<file path="src/rtl/rbfr_pkg.sv">
// ----------------------------------------------------------------------------
// rbfr_pkg
// Types and constants for the remote button frame receiver.
// ----------------------------------------------------------------------------
package rbfr_pkg;

    typedef enum logic [1:0] {
        ACT_BYTE    = 2'd0,
        ACT_HELD    = 2'd1,
        ACT_RELEASE = 2'd2,
        ACT_NONE    = 2'd3
    } t_action;

    typedef struct packed {
        logic answer;
        logic frame_done;
        logic any_held;
    } t_result;

    localparam logic [7:0] SYNC_FIRST    = 8'hFF;
    localparam logic [7:0] SYNC_SECOND   = 8'h55;
    localparam logic [7:0] STATE_PRESSED = 8'h01;
    localparam logic [7:0] CODE_MAP_LO   = 8'h10;
    localparam logic [7:0] CODE_MAP_HI   = 8'h14;
    localparam logic [7:0] CODE_MAP_BASE = 8'd10;
    localparam logic [7:0] LEN_DROP_MIN  = 8'd254;

endpackage

</file>
<file path="src/rtl/remote_button_frame_receiver_unit.sv">
// ----------------------------------------------------------------------------
// remote_button_frame_receiver_unit
// Scans link bytes for 0xFF 0x55 frames, applies button code/state at frame
// end and answers held / release polls.
// ----------------------------------------------------------------------------
//
//  channel | valid        | ready        | payload
//  --------+--------------+--------------+-----------------------------------
//  input   | i_in_valid   | o_in_ready   | i_action, i_rx_byte, i_button
//  output  | o_out_valid  | i_out_ready  | o_answer, o_frame_done, o_any_held
//
//  One item per cycle while o_in_ready is high; its result is registered,
//  in the skid if the output stalls. All state updates on the transfer.
//  A two-entry output (result register plus skid) keeps input transfers going
//  while one result waits; o_in_ready drops only when both entries are full.
//  Reset (synchronous, active low) clears frame state and all slot bits.
//
module remote_button_frame_receiver_unit #(
    parameter int BUTTON_SLOTS  = 32,
    parameter int CODE_POSITION = 12
) (
    input  logic       i_clk,
    input  logic       i_rst_n,
    input  logic       i_in_valid,
    output logic       o_in_ready,
    input  logic [1:0] i_action,
    input  logic [7:0] i_rx_byte,
    input  logic [4:0] i_button,
    output logic       o_out_valid,
    input  logic       i_out_ready,
    output logic       o_answer,
    output logic       o_frame_done,
    output logic       o_any_held
);

    localparam logic [7:0] CodePos  = 8'(CODE_POSITION);
    localparam logic [7:0] StatePos = 8'(CODE_POSITION + 1);
    localparam logic [7:0] SlotLim  = 8'(BUTTON_SLOTS);

    // frame state
    logic [7:0] r_prev_byte, n_prev_byte;
    logic       r_in_frame, n_in_frame;
    logic       r_await_len, n_await_len;
    logic [7:0] r_bytes_left, n_bytes_left;
    logic [7:0] r_frame_pos, n_frame_pos;
    logic [7:0] r_code_byte, n_code_byte;
    logic [7:0] r_state_byte, n_state_byte;

    // per-slot bits
    logic [BUTTON_SLOTS-1:0] r_held, n_held;
    logic [BUTTON_SLOTS-1:0] r_latch, n_latch;
    logic [BUTTON_SLOTS-1:0] r_snap, n_snap;

    // output register and skid
    logic                r_out_valid, r_skid_valid;
    rbfr_pkg::t_result   r_out, r_skid;
    rbfr_pkg::t_result   n_result;

    logic                    in_xfer, out_xfer;
    logic                    apply, done, answer;
    logic [7:0]              code, slot, pos_inc, keep_pos;
    logic                    keep_en;
    logic [BUTTON_SLOTS-1:0] apply_mask, poll_mask;
    rbfr_pkg::t_action       action;

    assign action   = rbfr_pkg::t_action'(i_action);
    assign o_in_ready = !r_skid_valid;
    assign in_xfer  = i_in_valid && o_in_ready;
    assign out_xfer = r_out_valid && i_out_ready;
    assign pos_inc  = r_frame_pos + 8'd1;

    // poll slot decode; out-of-range buttons give an empty mask
    always_comb begin
        for (int i = 0; i < BUTTON_SLOTS; i++) begin
            poll_mask[i] = ({2'b00, i_button} == 7'(i));
        end
    end

    // byte parser
    always_comb begin
        n_prev_byte  = r_prev_byte;
        n_in_frame   = r_in_frame;
        n_await_len  = r_await_len;
        n_bytes_left = r_bytes_left;
        n_frame_pos  = r_frame_pos;
        apply        = 1'b0;
        keep_en      = 1'b0;
        keep_pos     = r_frame_pos;
        if (action == rbfr_pkg::ACT_BYTE) begin
            n_prev_byte = i_rx_byte;
            if (!r_in_frame) begin
                if (i_rx_byte == rbfr_pkg::SYNC_SECOND && r_prev_byte == rbfr_pkg::SYNC_FIRST) begin
                    n_in_frame  = 1'b1;
                    n_await_len = 1'b1;
                    n_frame_pos = 8'd1;
                    keep_en     = 1'b1;
                    keep_pos    = 8'd1;
                end
            end else if (r_await_len) begin
                n_await_len = 1'b0;
                if (i_rx_byte >= rbfr_pkg::LEN_DROP_MIN) begin
                    n_in_frame   = 1'b0;
                    n_frame_pos  = 8'd0;
                    n_bytes_left = 8'd0;
                end else begin
                    n_frame_pos  = 8'd2;
                    keep_en      = 1'b1;
                    keep_pos     = 8'd2;
                    n_bytes_left = i_rx_byte;
                    if (i_rx_byte == 8'd0) begin
                        apply       = 1'b1;
                        n_in_frame  = 1'b0;
                        n_frame_pos = 8'd0;
                    end
                end
            end else begin
                n_frame_pos  = pos_inc;
                keep_en      = 1'b1;
                keep_pos     = pos_inc;
                n_bytes_left = r_bytes_left - 8'd1;
                if (r_bytes_left == 8'd1) begin
                    apply       = 1'b1;
                    n_in_frame  = 1'b0;
                    n_frame_pos = 8'd0;
                end
            end
        end
        done = apply;
    end

    // keep code and state bytes at their frame positions
    always_comb begin
        n_code_byte  = r_code_byte;
        n_state_byte = r_state_byte;
        if (keep_en && keep_pos == CodePos) begin
            n_code_byte = i_rx_byte;
        end
        if (keep_en && keep_pos == StatePos) begin
            n_state_byte = i_rx_byte;
        end
    end

    // code to slot; code 0 and slots past the table leave the mask empty
    always_comb begin
        code = n_code_byte;
        if (code >= rbfr_pkg::CODE_MAP_LO && code <= rbfr_pkg::CODE_MAP_HI) begin
            code = code - rbfr_pkg::CODE_MAP_LO + rbfr_pkg::CODE_MAP_BASE;
        end
        slot = code - 8'd1;
        for (int i = 0; i < BUTTON_SLOTS; i++) begin
            apply_mask[i] = apply && (code != 8'd0) && (slot < SlotLim) && (slot == 8'(i));
        end
    end

    // slot bit updates and poll answers
    always_comb begin
        n_held  = r_held;
        n_latch = r_latch;
        n_snap  = r_snap;
        answer  = 1'b0;
        if (n_state_byte == rbfr_pkg::STATE_PRESSED) begin
            n_held  = r_held | apply_mask;
            n_latch = r_latch | apply_mask;
        end else begin
            n_held  = r_held & ~apply_mask;
        end
        case (action)
            rbfr_pkg::ACT_HELD: begin
                answer = |(r_held & poll_mask);
                n_snap = (r_snap & ~poll_mask) | (r_held & poll_mask);
            end
            rbfr_pkg::ACT_RELEASE: begin
                if (|(r_latch & poll_mask & ~r_snap)) begin
                    answer  = 1'b1;
                    n_latch = r_latch & ~poll_mask;
                end
            end
            default: begin
                answer = 1'b0;
            end
        endcase
        n_result.answer     = answer;
        n_result.frame_done = done;
        n_result.any_held   = |n_held;
    end

    always_ff @(posedge i_clk) begin
        if (!i_rst_n) begin
            r_prev_byte  <= '0;
            r_in_frame   <= 1'b0;
            r_await_len  <= 1'b0;
            r_bytes_left <= '0;
            r_frame_pos  <= '0;
            r_code_byte  <= '0;
            r_state_byte <= '0;
            r_held       <= '0;
            r_latch      <= '0;
            r_snap       <= '0;
        end else if (in_xfer) begin
            r_prev_byte  <= n_prev_byte;
            r_in_frame   <= n_in_frame;
            r_await_len  <= n_await_len;
            r_bytes_left <= n_bytes_left;
            r_frame_pos  <= n_frame_pos;
            r_code_byte  <= n_code_byte;
            r_state_byte <= n_state_byte;
            r_held       <= n_held;
            r_latch      <= n_latch;
            r_snap       <= n_snap;
        end
    end

    // result register with skid stage
    always_ff @(posedge i_clk) begin
        if (!i_rst_n) begin
            r_out_valid  <= 1'b0;
            r_skid_valid <= 1'b0;
        end else if (r_skid_valid) begin
            if (out_xfer) begin
                r_out        <= r_skid;
                r_skid_valid <= 1'b0;
            end
        end else if (in_xfer) begin
            if (!r_out_valid || out_xfer) begin
                r_out       <= n_result;
                r_out_valid <= 1'b1;
            end else begin
                r_skid       <= n_result;
                r_skid_valid <= 1'b1;
            end
        end else if (out_xfer) begin
            r_out_valid <= 1'b0;
        end
    end

    assign o_out_valid  = r_out_valid;
    assign o_answer     = r_out.answer;
    assign o_frame_done = r_out.frame_done;
    assign o_any_held   = r_out.any_held;

    a_skid_needs_out: assert property (@(posedge i_clk) disable iff (!i_rst_n)
        r_skid_valid |-> r_out_valid)
        else $error("skid entry held without a result in the output register");

    a_stall_fills_skid: assert property (@(posedge i_clk) disable iff (!i_rst_n)
        (in_xfer && r_out_valid && !i_out_ready) |=> r_skid_valid)
        else $error("result lost on a stalled output");

    a_len_only_in_frame: assert property (@(posedge i_clk) disable iff (!i_rst_n)
        r_await_len |-> (r_in_frame && r_frame_pos == 8'd1))
        else $error("length wait outside an open frame");

    a_body_has_bytes: assert property (@(posedge i_clk) disable iff (!i_rst_n)
        (r_in_frame && !r_await_len) |-> (r_bytes_left != 8'd0))
        else $error("open frame body with no bytes left");

endmodule

</file>
<file path="config.mk">
export PLATFORM = sky130hd
export DESIGN_NAME = remote_button_frame_receiver_unit
export DESIGN_NICKNAME = d
export VERILOG_FILES = /design/src/rtl/rbfr_pkg.sv /design/src/rtl/remote_button_frame_receiver_unit.sv
export SDC_FILE = /design/constraint.sdc
export NUM_CORES = 1
export LEC_CHECK = 0
export BUFFER_PORTS_ARGS = -buffer_cell sky130_fd_sc_hd__buf_2
export CAP_MARGIN = 20
export CORE_MARGIN = 4
export CORE_UTILIZATION = 55
export DETAILED_ROUTE_END_ITERATION = 6
export GPL_TIMING_DRIVEN = 0
export PLACE_DENSITY = 0.74
export SETUP_SLACK_MARGIN = 0.02
export SYNTH_ARGS = -nofsm -noshare
export SYNTH_HDL_FRONTEND = slang
export SYNTH_SLANG_ARGS = --single-unit
</file>
<file path="constraint.sdc">
create_clock -name i_clk -period 6.45 [get_ports i_clk]
set_clock_uncertainty 0.15 [all_clocks]
set_input_delay 0.645 -clock i_clk [delete_from_list [all_inputs] [get_ports i_clk]]
set_output_delay 0.645 -clock i_clk [all_outputs]
set_load 0.05 [all_outputs]
</file>
==> results.txt, run 1 <==
wire length of the first global-routing pass - 47.5 mm
min cycle time layout - 6.15 ns
Final Cycle Share - 95.3%
top-level port count - 24
most repeated cell in the gate-level netlist after synthesis - nand2_1
Highest Clock Rate - 163 MHz
number of rows created at floorplan - 45
fin area - 0.00969 mm^2
number of buffer cells added on primary ports - 22
total internal power - 0.00149 W
Max Cap Viol - 0
leakage component of the power - 3.20 nW
transition at the pin with the smallest max-transition slack - 0.985 ns
initial DRC count - 1101
final number of setup-violating endpoints - 0
Crit path buffers/inverters - 3
RSZ-0062 raised after global routing - false
kind of capture point of the worst setup path - flop
number of instances in the synthesized netlist - 1148
Post-route DRC - 0
number of global-route vias before repair - 8457
final non-filler cell total - 1419
share of post-route cells with drive strength above 1 - 9.35%
Data arrival, critical path - 6.18 ns
Post-Syn Nets - 1174
number of nets with antenna violations after routing - 0
met3 wire length - 4.21 mm
Final Hold Fails - 0
# hold bufs at CTS - 0
cell type with the largest total area after synthesis - dfxtp_1
number of nets in the finished design - 1221
count of yosys warnings during synthesis - 0
library cells used by synthesis - 72
overflow left after global routing - 0
power density over the cells - 215 mW/mm^2
delay of the slowest cell on the worst path - 0.61 ns
run status - finished clean
x dimension of the die - 133 um
most repeated library cell on the critical path - mux2_2
share of synthesized flip-flops with an asynchronous set or reset - 0%
FF+latch count, synth - 146
area growth from synthesis to layout - 12.2%
proportion of total power due to net switching - 28.3%
category of the critical setup timing path - in2reg
deepest clock path buffer count - 2
maximum net fanout on the critical path - 10
standard cell core area - 0.0153 mm^2
detailed-route via count - 9251
H-tree levels - 4
starting density of the core - 56.4%
die area - 0.0178 mm^2
Comb power frac - 10.1%
largest net degree at the start of global routing - 17
cell types with the highest counts after synthesis - nand2_1, dfxtp_1, nor2_1
delay-heaviest family, CP - simple AND/OR/NAND/NOR gates
count of placed standard cells including taps - 1384
worst hold path class - reg2reg
startpoint class of the critical path - input pin
post-synthesis sequential area ratio - 34.5%
final-layout setup total negative slack - 0 ns
Sequential Power Share - 44.1%
CTS tree - yes
gpl congestion - 1.01
number of clock buffers inserted by TritonCTS - 17
ANT cells - 0
number of sinks on the clock net - 146
CP cell instances - buf_2 > inv_1 > ha_2 > and2_1 > nand2_1 > a2111o_1 > a2111oi_4 > buf_4 > mux2_2 > ha_1 > nor2b_4 > a31oi_1 > nor4_2 > mux2i_4 > xnor2_2 > nor3_1 > a21boi_0 > o22a_1 > a211oi_1 > nand4_1 > mux2_2
cell types with the largest area share after synthesis - dfxtp_1, nand2_1, a21oi_1
data required time of the critical path - 6.48 ns
met2 wire length - 12.8 mm
number of filler instances in the final layout - 1384
Crit-path slowest cell - nor3_1
via/cell ratio - 6.52
CTS root buf - clkbuf_16
GR Util All Layers - 34.4%
WL met1 - 12.8 mm
slack of the critical path - 0.300 ns
Worst IR Drop VDD - 0.000201 V
worst setup slack before clock tree synthesis - -0.852 ns
NetSw - 0.000589 W
clock network fraction of design power - 45.8%
syn_area_per_cell - 7.52 um^2
top sig layer - met4
main flop type after synthesis - dfxtp_1
Post-Route WL - 31.1 mm
Die H - 133 um
initial antenna violation count - 0
Detailed Place HPWL - 22.6 mm
Max transition margin - 34.2%
clock-pin slew on the worst setup and hold paths - 0.07 ns
area of the mapped netlist - 0.00864 mm^2
first-pass detailed-route iteration total - 5
pins over their slew limit - 0
Worst-Skew Late Latency - 0.43 ns
per-cell routed wire length - 21.9 um
Post-synth EDFFs - 6
area share of the leading cell type in the synthesized netlist - 32.4%
Placed Area - 0.00903 mm^2
## final timing paths
path	startpoint	endpoint	slack, ns	cells past startpoint
setup reg to reg	r_frame_pos[1]	o_any_held	0.37	18
hold / removal	r_latch[17]	r_latch[17]	0.29	2
setup / recovery	i_action[0]	o_any_held	0.30	21
hold reg to reg	r_latch[17]	r_latch[17]	0.29	2
## power groups by stage
stage	clock [W]	sequential (W)	combinational [W]
2_1_floorplan	0	0.000941	0.000119
3_3_place_gp	0	0.000937	0.000192
3_5_place_dp	0	0.000937	0.000193
4_1_cts	0.000955	0.000917	0.000195
5_1_grt	0.000996	0.000918	0.000223
6_report	0.000952	0.000917	0.000210
## cell type report
type	instances	area [um^2]	share of cell area, %
Multi-Input combinational cell	908	5360	55.3
Timing Repair Buffer	28	153	1.58
Sequential cell	146	2980	30.8
Tap cell	211	264	2.72
Clock inverter	14	114	1.18
Buffer	70	280	2.89
Inverter	24	90.1	0.930
Clock buffer	18	450	4.65
## through the flow
stage               total power, W  hold slack [ns]  util [%]
global route               0.00214            0.303      63.3
floorplan                  0.00106            0.262         -
CTS                        0.00207            0.287      62.8
finish                     0.00208            0.285      63.3
detailed placement         0.00113            0.276      59.0
global placement           0.00113            0.271      58.8
## what timing repair did
action	4_1_cts	5_1_grt
endpoints found under the setup margin	2	13
resized for setup	4	13
pin swaps	1	2
setup buffers	1	2
gates cloned	0	0
hold endpoints to repair	0	0
## worst reg2reg max path: stages, from the launching register on
cell	delay [ns]
dfxtp_1	0.45
ha_1	0.28
o21a_1	0.18
a2111o_1	0.50
a2111oi_4	0.25
buf_4	0.27
mux2_2	0.38
ha_1	0.34
nor2b_4	0.20
a31oi_1	0.12
nor4_2	0.44
mux2i_4	0.19
xnor2_2	0.26
nor3_1	0.61
a21boi_0	0.19
o22a_1	0.23
a211oi_1	0.21
nand4_1	0.25
mux2_2	0.34
## layer usage
metal | vias up | GRT usage [%]
li1 | 4299 | -
met1 | 4265 | 48.1
met2 | 591 | 49.3
met3 | 96 | 11.1
met4 | 0 | 13.3
met5 | - | 0
## cell families (layout without fill, tap and decap cells)
kind of cell | after synthesis | count (layout) | synth area share [%]
XOR/XNOR | 9 | 9 | 0.913
buffers and inverters | 94 | 154 | 4.27
adder cells (fa/ha/maj) | 7 | 7 | 1.01
multiplexers | 52 | 52 | 6.26
flip-flops | 146 | 146 | 34.5
AND/OR/NAND/NOR | 530 | 530 | 30.3
AO/OA/AOI/OAI | 310 | 310 | 22.7
## layout by cell type (no fill, tap or decap), drive strengths merged, types with 6 or more instances in the layout
cell type,n
o21ai,67
nor2,128
clkinv,6
mux2,13
and2,16
o21a,8
nand2b,16
o31ai,12
ha,7
nor4,18
or2,9
mux2i,39
or3,23
nand4,25
a221oi,8
xnor2,7
a21oi,109
o211ai,6
a32oi,9
clkbuf,79
and3,6
nand2,154
dfxtp,140
nor2b,12
o2111ai,6
nor3b,17
nand3,43
a31oi,22
nand3b,17
inv,31
edfxtp,6
buf,37
nor3,31
a211oi,21
No activity file was read; power rests on OpenSTA's default activity.
==> inputs of run 2 (changes only) <==
--- a/config.mk
+++ b/config.mk
@@ -7,11 +7,13 @@
 export LEC_CHECK = 0
 export BUFFER_PORTS_ARGS = -buffer_cell sky130_fd_sc_hd__buf_2
 export CAP_MARGIN = 20
+export CELL_PAD_IN_SITES_DETAIL_PLACEMENT = 2
+export CELL_PAD_IN_SITES_GLOBAL_PLACEMENT = 2
 export CORE_MARGIN = 4
-export CORE_UTILIZATION = 55
+export CORE_UTILIZATION = 37
 export DETAILED_ROUTE_END_ITERATION = 6
 export GPL_TIMING_DRIVEN = 0
-export PLACE_DENSITY = 0.74
+export PLACE_DENSITY = 0.81
 export SETUP_SLACK_MARGIN = 0.02
 export SYNTH_ARGS = -nofsm -noshare
 export SYNTH_HDL_FRONTEND = slang
==> run 2 against run 1 <==
Hold slack worse by 0.00092 ns. First-iteration DRC count is 19% lower. Power is 1.3% higher. Maximum frequency is 3.0% lower. Critical endpoint unchanged. Count of clock-buffer cells in the layout stayed put. Die area is 45% higher.
==> results.txt, run 2 (same netlist as run 1, synthesis figures left out) <==
run status - finished clean
overflow left after global routing - 0
CTS tree - yes
category of the critical setup timing path - in2reg
NetSw - 0.000635 W
first-pass detailed-route iteration total - 5
most repeated library cell on the critical path - mux2_2
worst hold path depth - 2
H-tree levels - 4
initial antenna violation count - 1
Crit path buffers/inverters - 3
min cycle time layout - 6.34 ns
total internal power - 0.00147 W
x dimension of the die - 161 um
number of global-route vias before repair - 9898
wire length of the first global-routing pass - 60.7 mm
Post-Route WL - 40.0 mm
Highest Clock Rate - 158 MHz
power density over the cells - 214 mW/mm^2
Worst Reg2Reg Path Length in Cells - 19
starting density of the core - 37.9%
CTS root buf - clkbuf_16
largest net degree at the start of global routing - 17
Data arrival, critical path - 6.37 ns
worst hold path class - in2reg
clock-pin slew on the worst setup and hold paths - 0.07 ns
Sequential Power Share - 43.5%
area growth from synthesis to layout - 14.1%
number of rows created at floorplan - 55
Max transition margin - 30.1%
startpoint class of the critical path - input pin
GR Util All Layers - 30.2%
via/cell ratio - 6.33
delay-heaviest family, CP - simple AND/OR/NAND/NOR gates
leading cell types in the layout, fill and taps excluded - nand2_1, dfxtp_1, nor2_1
standard cell core area - 0.0228 mm^2
Detailed Place HPWL - 28.5 mm
delay of the slowest cell on the worst path - 0.50 ns
deepest clock path buffer count - 2
die area - 0.0259 mm^2
most common cell after layout, fill and taps aside - nand2_1
endpoint with the worst hold slack - r_skid_valid
maximum net fanout on the critical path - 10
Final Hold Fails - 0
kind of capture point of the worst setup path - flop
detailed-route via count - 9641
Final Cycle Share - 98.3%
data required time of the critical path - 6.48 ns
Worst-Skew Late Latency - 0.44 ns
top-level port count - 24
pins over their slew limit - 0
proportion of total power due to net switching - 30.1%
number of nets with antenna violations after routing - 0
number of nets in the finished design - 1222
number of buffer cells added on primary ports - 22
Crit Reg-Reg Startpoint - r_frame_pos[0]
Max Cap Viol - 0
transition at the pin with the smallest max-transition slack - 1.02 ns
Post-route DRC - 0
number of sinks on the clock net - 146
# hold bufs at CTS - 0
gpl congestion - 0.901
Die H - 161 um
ANT cells - 0
Crit-path slowest cell - nand3_1
CP cell instances - buf_2 > inv_1 > ha_2 > and2_2 > nand2_1 > a2111o_1 > a2111oi_4 > buf_6 > mux2_2 > ha_1 > nor2b_4 > a31oi_1 > nor4_2 > mux2i_4 > xnor2_2 > nand3_1 > o21ai_0 > and2_0 > nor4_1 > nand4_1 > mux2_2
destination of the worst register-to-register timing path - o_any_held
Worst Hold Launch - i_out_ready
clock network fraction of design power - 45.4%
Comb power frac - 11.1%
initial DRC count - 892
Worst IR Drop VDD - 0.000126 V
Total Power Consumption - 0.00211 W
share of post-route cells with drive strength above 1 - 9.68%
fin area - 0.00985 mm^2
Placed Area - 0.00916 mm^2
flop-to-flop setup slack - 0.19 ns
final number of setup-violating endpoints - 0
leakage component of the power - 3.19 nW
number of clock buffers inserted by TritonCTS - 17
per-cell routed wire length - 26.3 um
run 2: cell type report:
type,instances,area (um^2)
Clock buffer,18,429
Sequential cell,146,2980
Inverter,24,90.1
Buffer,70,284
Timing Repair Buffer,29,160
Tap cell,313,392
Fill cell,2657,12900
Clock inverter,14,116
Multi-Input combinational cell,908,5400
run 2: worst max path at each step:
stage                           start    endpoint  slack (ns)  depth (start not counted)
final                     i_action[0]  o_any_held        0.11                         21
after detailed placement  i_action[0]  o_any_held       -1.15                         21
after CTS                 i_action[0]  o_any_held        0.05                         21
after global placement    i_action[0]  o_any_held       -1.47                         20
after global routing      i_action[0]  o_any_held       -0.08                         21
after floorplan           i_action[0]  o_any_held        0.57                         20
run 2: layer usage:
layer,vias to the layer above,share of wire [%],track usage (%)
li1,4269,-,-
met1,4955,45,42.7
met2,357,46,48.4
met3,60,6.8,4.70
met4,0,1.9,7.75
met5,-,0,0
run 2: worst register-to-register path, delay by kind of cell (launching register included):
family	cells	cell delay [ns]
DFF	1	0.34
AOI/OAI and AO/OA	5	1.29
xor gates and xnor gates	1	0.27
and+or+nand+nor	7	2.17
adders and majority gates	1	0.36
muxes	3	0.96
buffers and inverters	2	0.47
run 2: power groups by stage:
stage	Sequential, W	Combinational (W)	Clock, W
after global placement	0.000937	0.000202	0
after floorplan	0.000941	0.000119	0
after CTS	0.000917	0.000218	0.000962
after detailed placement	0.000938	0.000208	0
after global routing	0.000918	0.000247	0.00101
final	0.000917	0.000233	0.000956
run 2: repair_timing:
item / 4_1_cts / 5_1_grt
pin swaps: 3 / 3
endpoints found under the setup margin: 30 / 2
gates resized for setup: 14 / 10
setup buffers: 3 / 2
run 2: per-stage QoR:
| stage | utilization [%] | hold WS, ns | instances | setup TNS [ns] | setup slack (ns) |
|---|---|---|---|---|---|
| after floorplan | - | 0.262 | 1148 | 0 | 0.574 |
| after global placement | 40.1 | 0.272 | 1483 | -21.90 | -1.47 |
| after detailed placement | 40.2 | 0.282 | 1485 | -23.89 | -1.15 |
| after CTS | 43.0 | 0.278 | 1520 | 0 | 0.0470 |
| after global routing | 43.3 | 0.296 | 1522 | -0.0814 | -0.0814 |
| final | 43.3 | 0.285 | 1522 | 0 | 0.112 |
==> inputs of run 3 (changes only) <==
==> constraint.sdc (replaced) <==
create_clock -name i_clk -period 6.9 [get_ports i_clk]
set_clock_uncertainty 0.15 [all_clocks]
set_input_delay 0.69 -clock i_clk [delete_from_list [all_inputs] [get_ports i_clk]]
set_output_delay 0.69 -clock i_clk [all_outputs]
set_load 0.05 [all_outputs]
==> run 3 against run 2 <==
First-iteration DRC count shrank 2.9%. Sequential share of layout area is 0.24 points higher. Cell count is 0.20% lower. Critical endpoint unchanged. Clock power shrank 6.4%. Via count decreased by 1.2%. Critical path type unchanged. Final area is 0.81% lower.
==> results.txt, run 3 (same netlist as run 1, synthesis figures left out) <==
run status - finished clean
clock-pin slew on the worst setup and hold paths - 0.07 ns
number of clock buffers inserted by TritonCTS - 17
Sequential Power Share - 43.7%
Post-route DRC - 0
pins over their slew limit - 0
Final Cycle Share - 95.4%
CTS root buf - clkbuf_16
final non-filler cell total - 1519
first element of the critical path - i_action[0]
met2 usage - 48.3%
first-pass detailed-route iteration total - 5
layer with the highest usage after global routing - met2
GR Util All Layers - 30.2%
# hold bufs at CTS - 0
die area - 0.0259 mm^2
final number of setup-violating endpoints - 0
top-level port count - 24
power density over the cells - 201 mW/mm^2
Detailed Place HPWL - 28.5 mm
Die H - 161 um
kind of capture point of the worst setup path - flop
transition at the pin with the smallest max-transition slack - 1.06 ns
gpl congestion - 0.901
Worst Reg2Reg Path Length in Cells - 18
destination of the worst register-to-register timing path - o_any_held
number of rows created at floorplan - 55
detailed-route via count - 9525
ANT cells - 0
number of sinks on the clock net - 146
Highest Clock Rate - 152 MHz
standard cell core area - 0.0228 mm^2
deepest clock path buffer count - 2
worst setup slack before clock tree synthesis - -0.748 ns
met3 usage in global routing - 4.82%
clock network fraction of design power - 45.6%
Max transition margin - 29.1%
initial antenna violation count - 1
Worst IR Drop VDD - 0.000117 V
leakage component of the power - 3.17 nW
overflow left after global routing - 0
Crit Reg-Reg Startpoint - r_frame_pos[1]
Worst-Skew Late Latency - 0.44 ns
initial DRC count - 866
total internal power - 0.00137 W
count of placed standard cells including taps - 1485
global routing usage on met1 - 42.4%
Final Hold Fails - 0
leading cell types in the layout, fill and taps excluded - nand2_1, dfxtp_1, nor2_1
final-layout setup total negative slack - 0 ns
wire length of the first global-routing pass - 60.6 mm
number of buffer cells added on primary ports - 22
starting density of the core - 37.9%
most common cell after layout, fill and taps aside - nand2_1
Total Power Consumption - 0.00196 W
Data arrival, critical path - 6.61 ns
startpoint class of the critical path - input pin
Comb power frac - 10.7%
largest net degree at the start of global routing - 17
per-cell routed wire length - 26.0 um
Max Cap Viol - 0
category of the critical setup timing path - in2reg
flop-to-flop setup slack - 0.52 ns
RSZ-0062 raised after global routing - false
H-tree levels - 4
share of post-route cells with drive strength above 1 - 9.04%
area growth from synthesis to layout - 13.1%
proportion of total power due to net switching - 30.1%
via/cell ratio - 6.27
min cycle time layout - 6.58 ns
number of nets in the finished design - 1219
CTS tree - yes
maximum net fanout on the critical path - 10
Post-Route WL - 39.4 mm
Setup crit end - o_any_held
data required time of the critical path - 6.93 ns
number of global-route vias before repair - 9880
x dimension of the die - 161 um
worst hold path class - reg2reg
slack of the critical path - 0.320 ns
number of nets with antenna violations after routing - 0
NetSw - 0.000590 W
## run 3: power groups by stage
stage	Clock [W]	Combinational, W	Sequential (W)
detailed placement	0	0.000194	0.000876
finish	0.000895	0.000209	0.000857
CTS	0.000899	0.000201	0.000857
global placement	0	0.000189	0.000876
global route	0.000940	0.000222	0.000858
floorplan	0	0.000111	0.000880
## run 3: worst min path at each step
stage                      startpoint           to  slack [ns]  cells past startpoint
after global placement    r_latch[16]  r_latch[16]        0.27                      2
final                     r_latch[16]  r_latch[16]        0.29                      2
after floorplan           r_latch[15]  r_latch[15]        0.26                      2
after CTS                 r_latch[16]  r_latch[16]        0.29                      2
after global routing             flop         flop        0.32                      2
after detailed placement  r_latch[16]  r_latch[16]        0.28                      2
## run 3: cell type report
cell class | instances | area, um^2
sequential | 146 | 2980
clock buffer | 18 | 429
timing repair buffer | 26 | 138
multi-input combinational | 908 | 5340
fill | 2661 | 13000
inverter | 24 | 90.1
tap | 313 | 392
clock inverter | 14 | 116
buffer | 70 | 280
## run 3: per-layer routing
layer	vias up	wire length, um
met4	0	701
li1	4278	-
met1	4870	18000
met5	-	0
met3	53	2770
met2	324	18000
## run 3: per-stage QoR
| step | util [%] | hold slack [ns] | cell area (um^2) |
|---|---|---|---|
| 6_report | 42.9 | 0.285 | 9770 |
| 5_1_grt | 42.9 | 0.320 | 9770 |
| 4_1_cts | 42.9 | 0.291 | 9760 |
| 3_5_place_dp | 40.2 | 0.282 | 9160 |
| 3_3_place_gp | 40.1 | 0.272 | 9140 |
| 2_1_floorplan | - | 0.262 | 8640 |
## run 3: critical path, cell delays in order
cell and delay, ns:
buf_2 0.11, inv_1 0.08, ha_1 0.35, and2_1 0.30, nand2_1 0.10, a2111o_1 0.48, a2111oi_4 0.27, buf_4 0.28
mux2_2 0.38, ha_1 0.34, nor2b_2 0.28, a31oi_1 0.16, nor4_2 0.29, mux2i_2 0.23, xnor2_1 0.31, or3_1 0.43
buf_2 0.21, or3_1 0.38, a21oi_1 0.24, nand4_1 0.30, mux2_2 0.38
## run 3: timing repair
action,4_1_cts,5_1_grt
pin swaps,1,1
buffers inserted,2,0
resized for setup,9,5
endpoints found under the setup margin,2,1
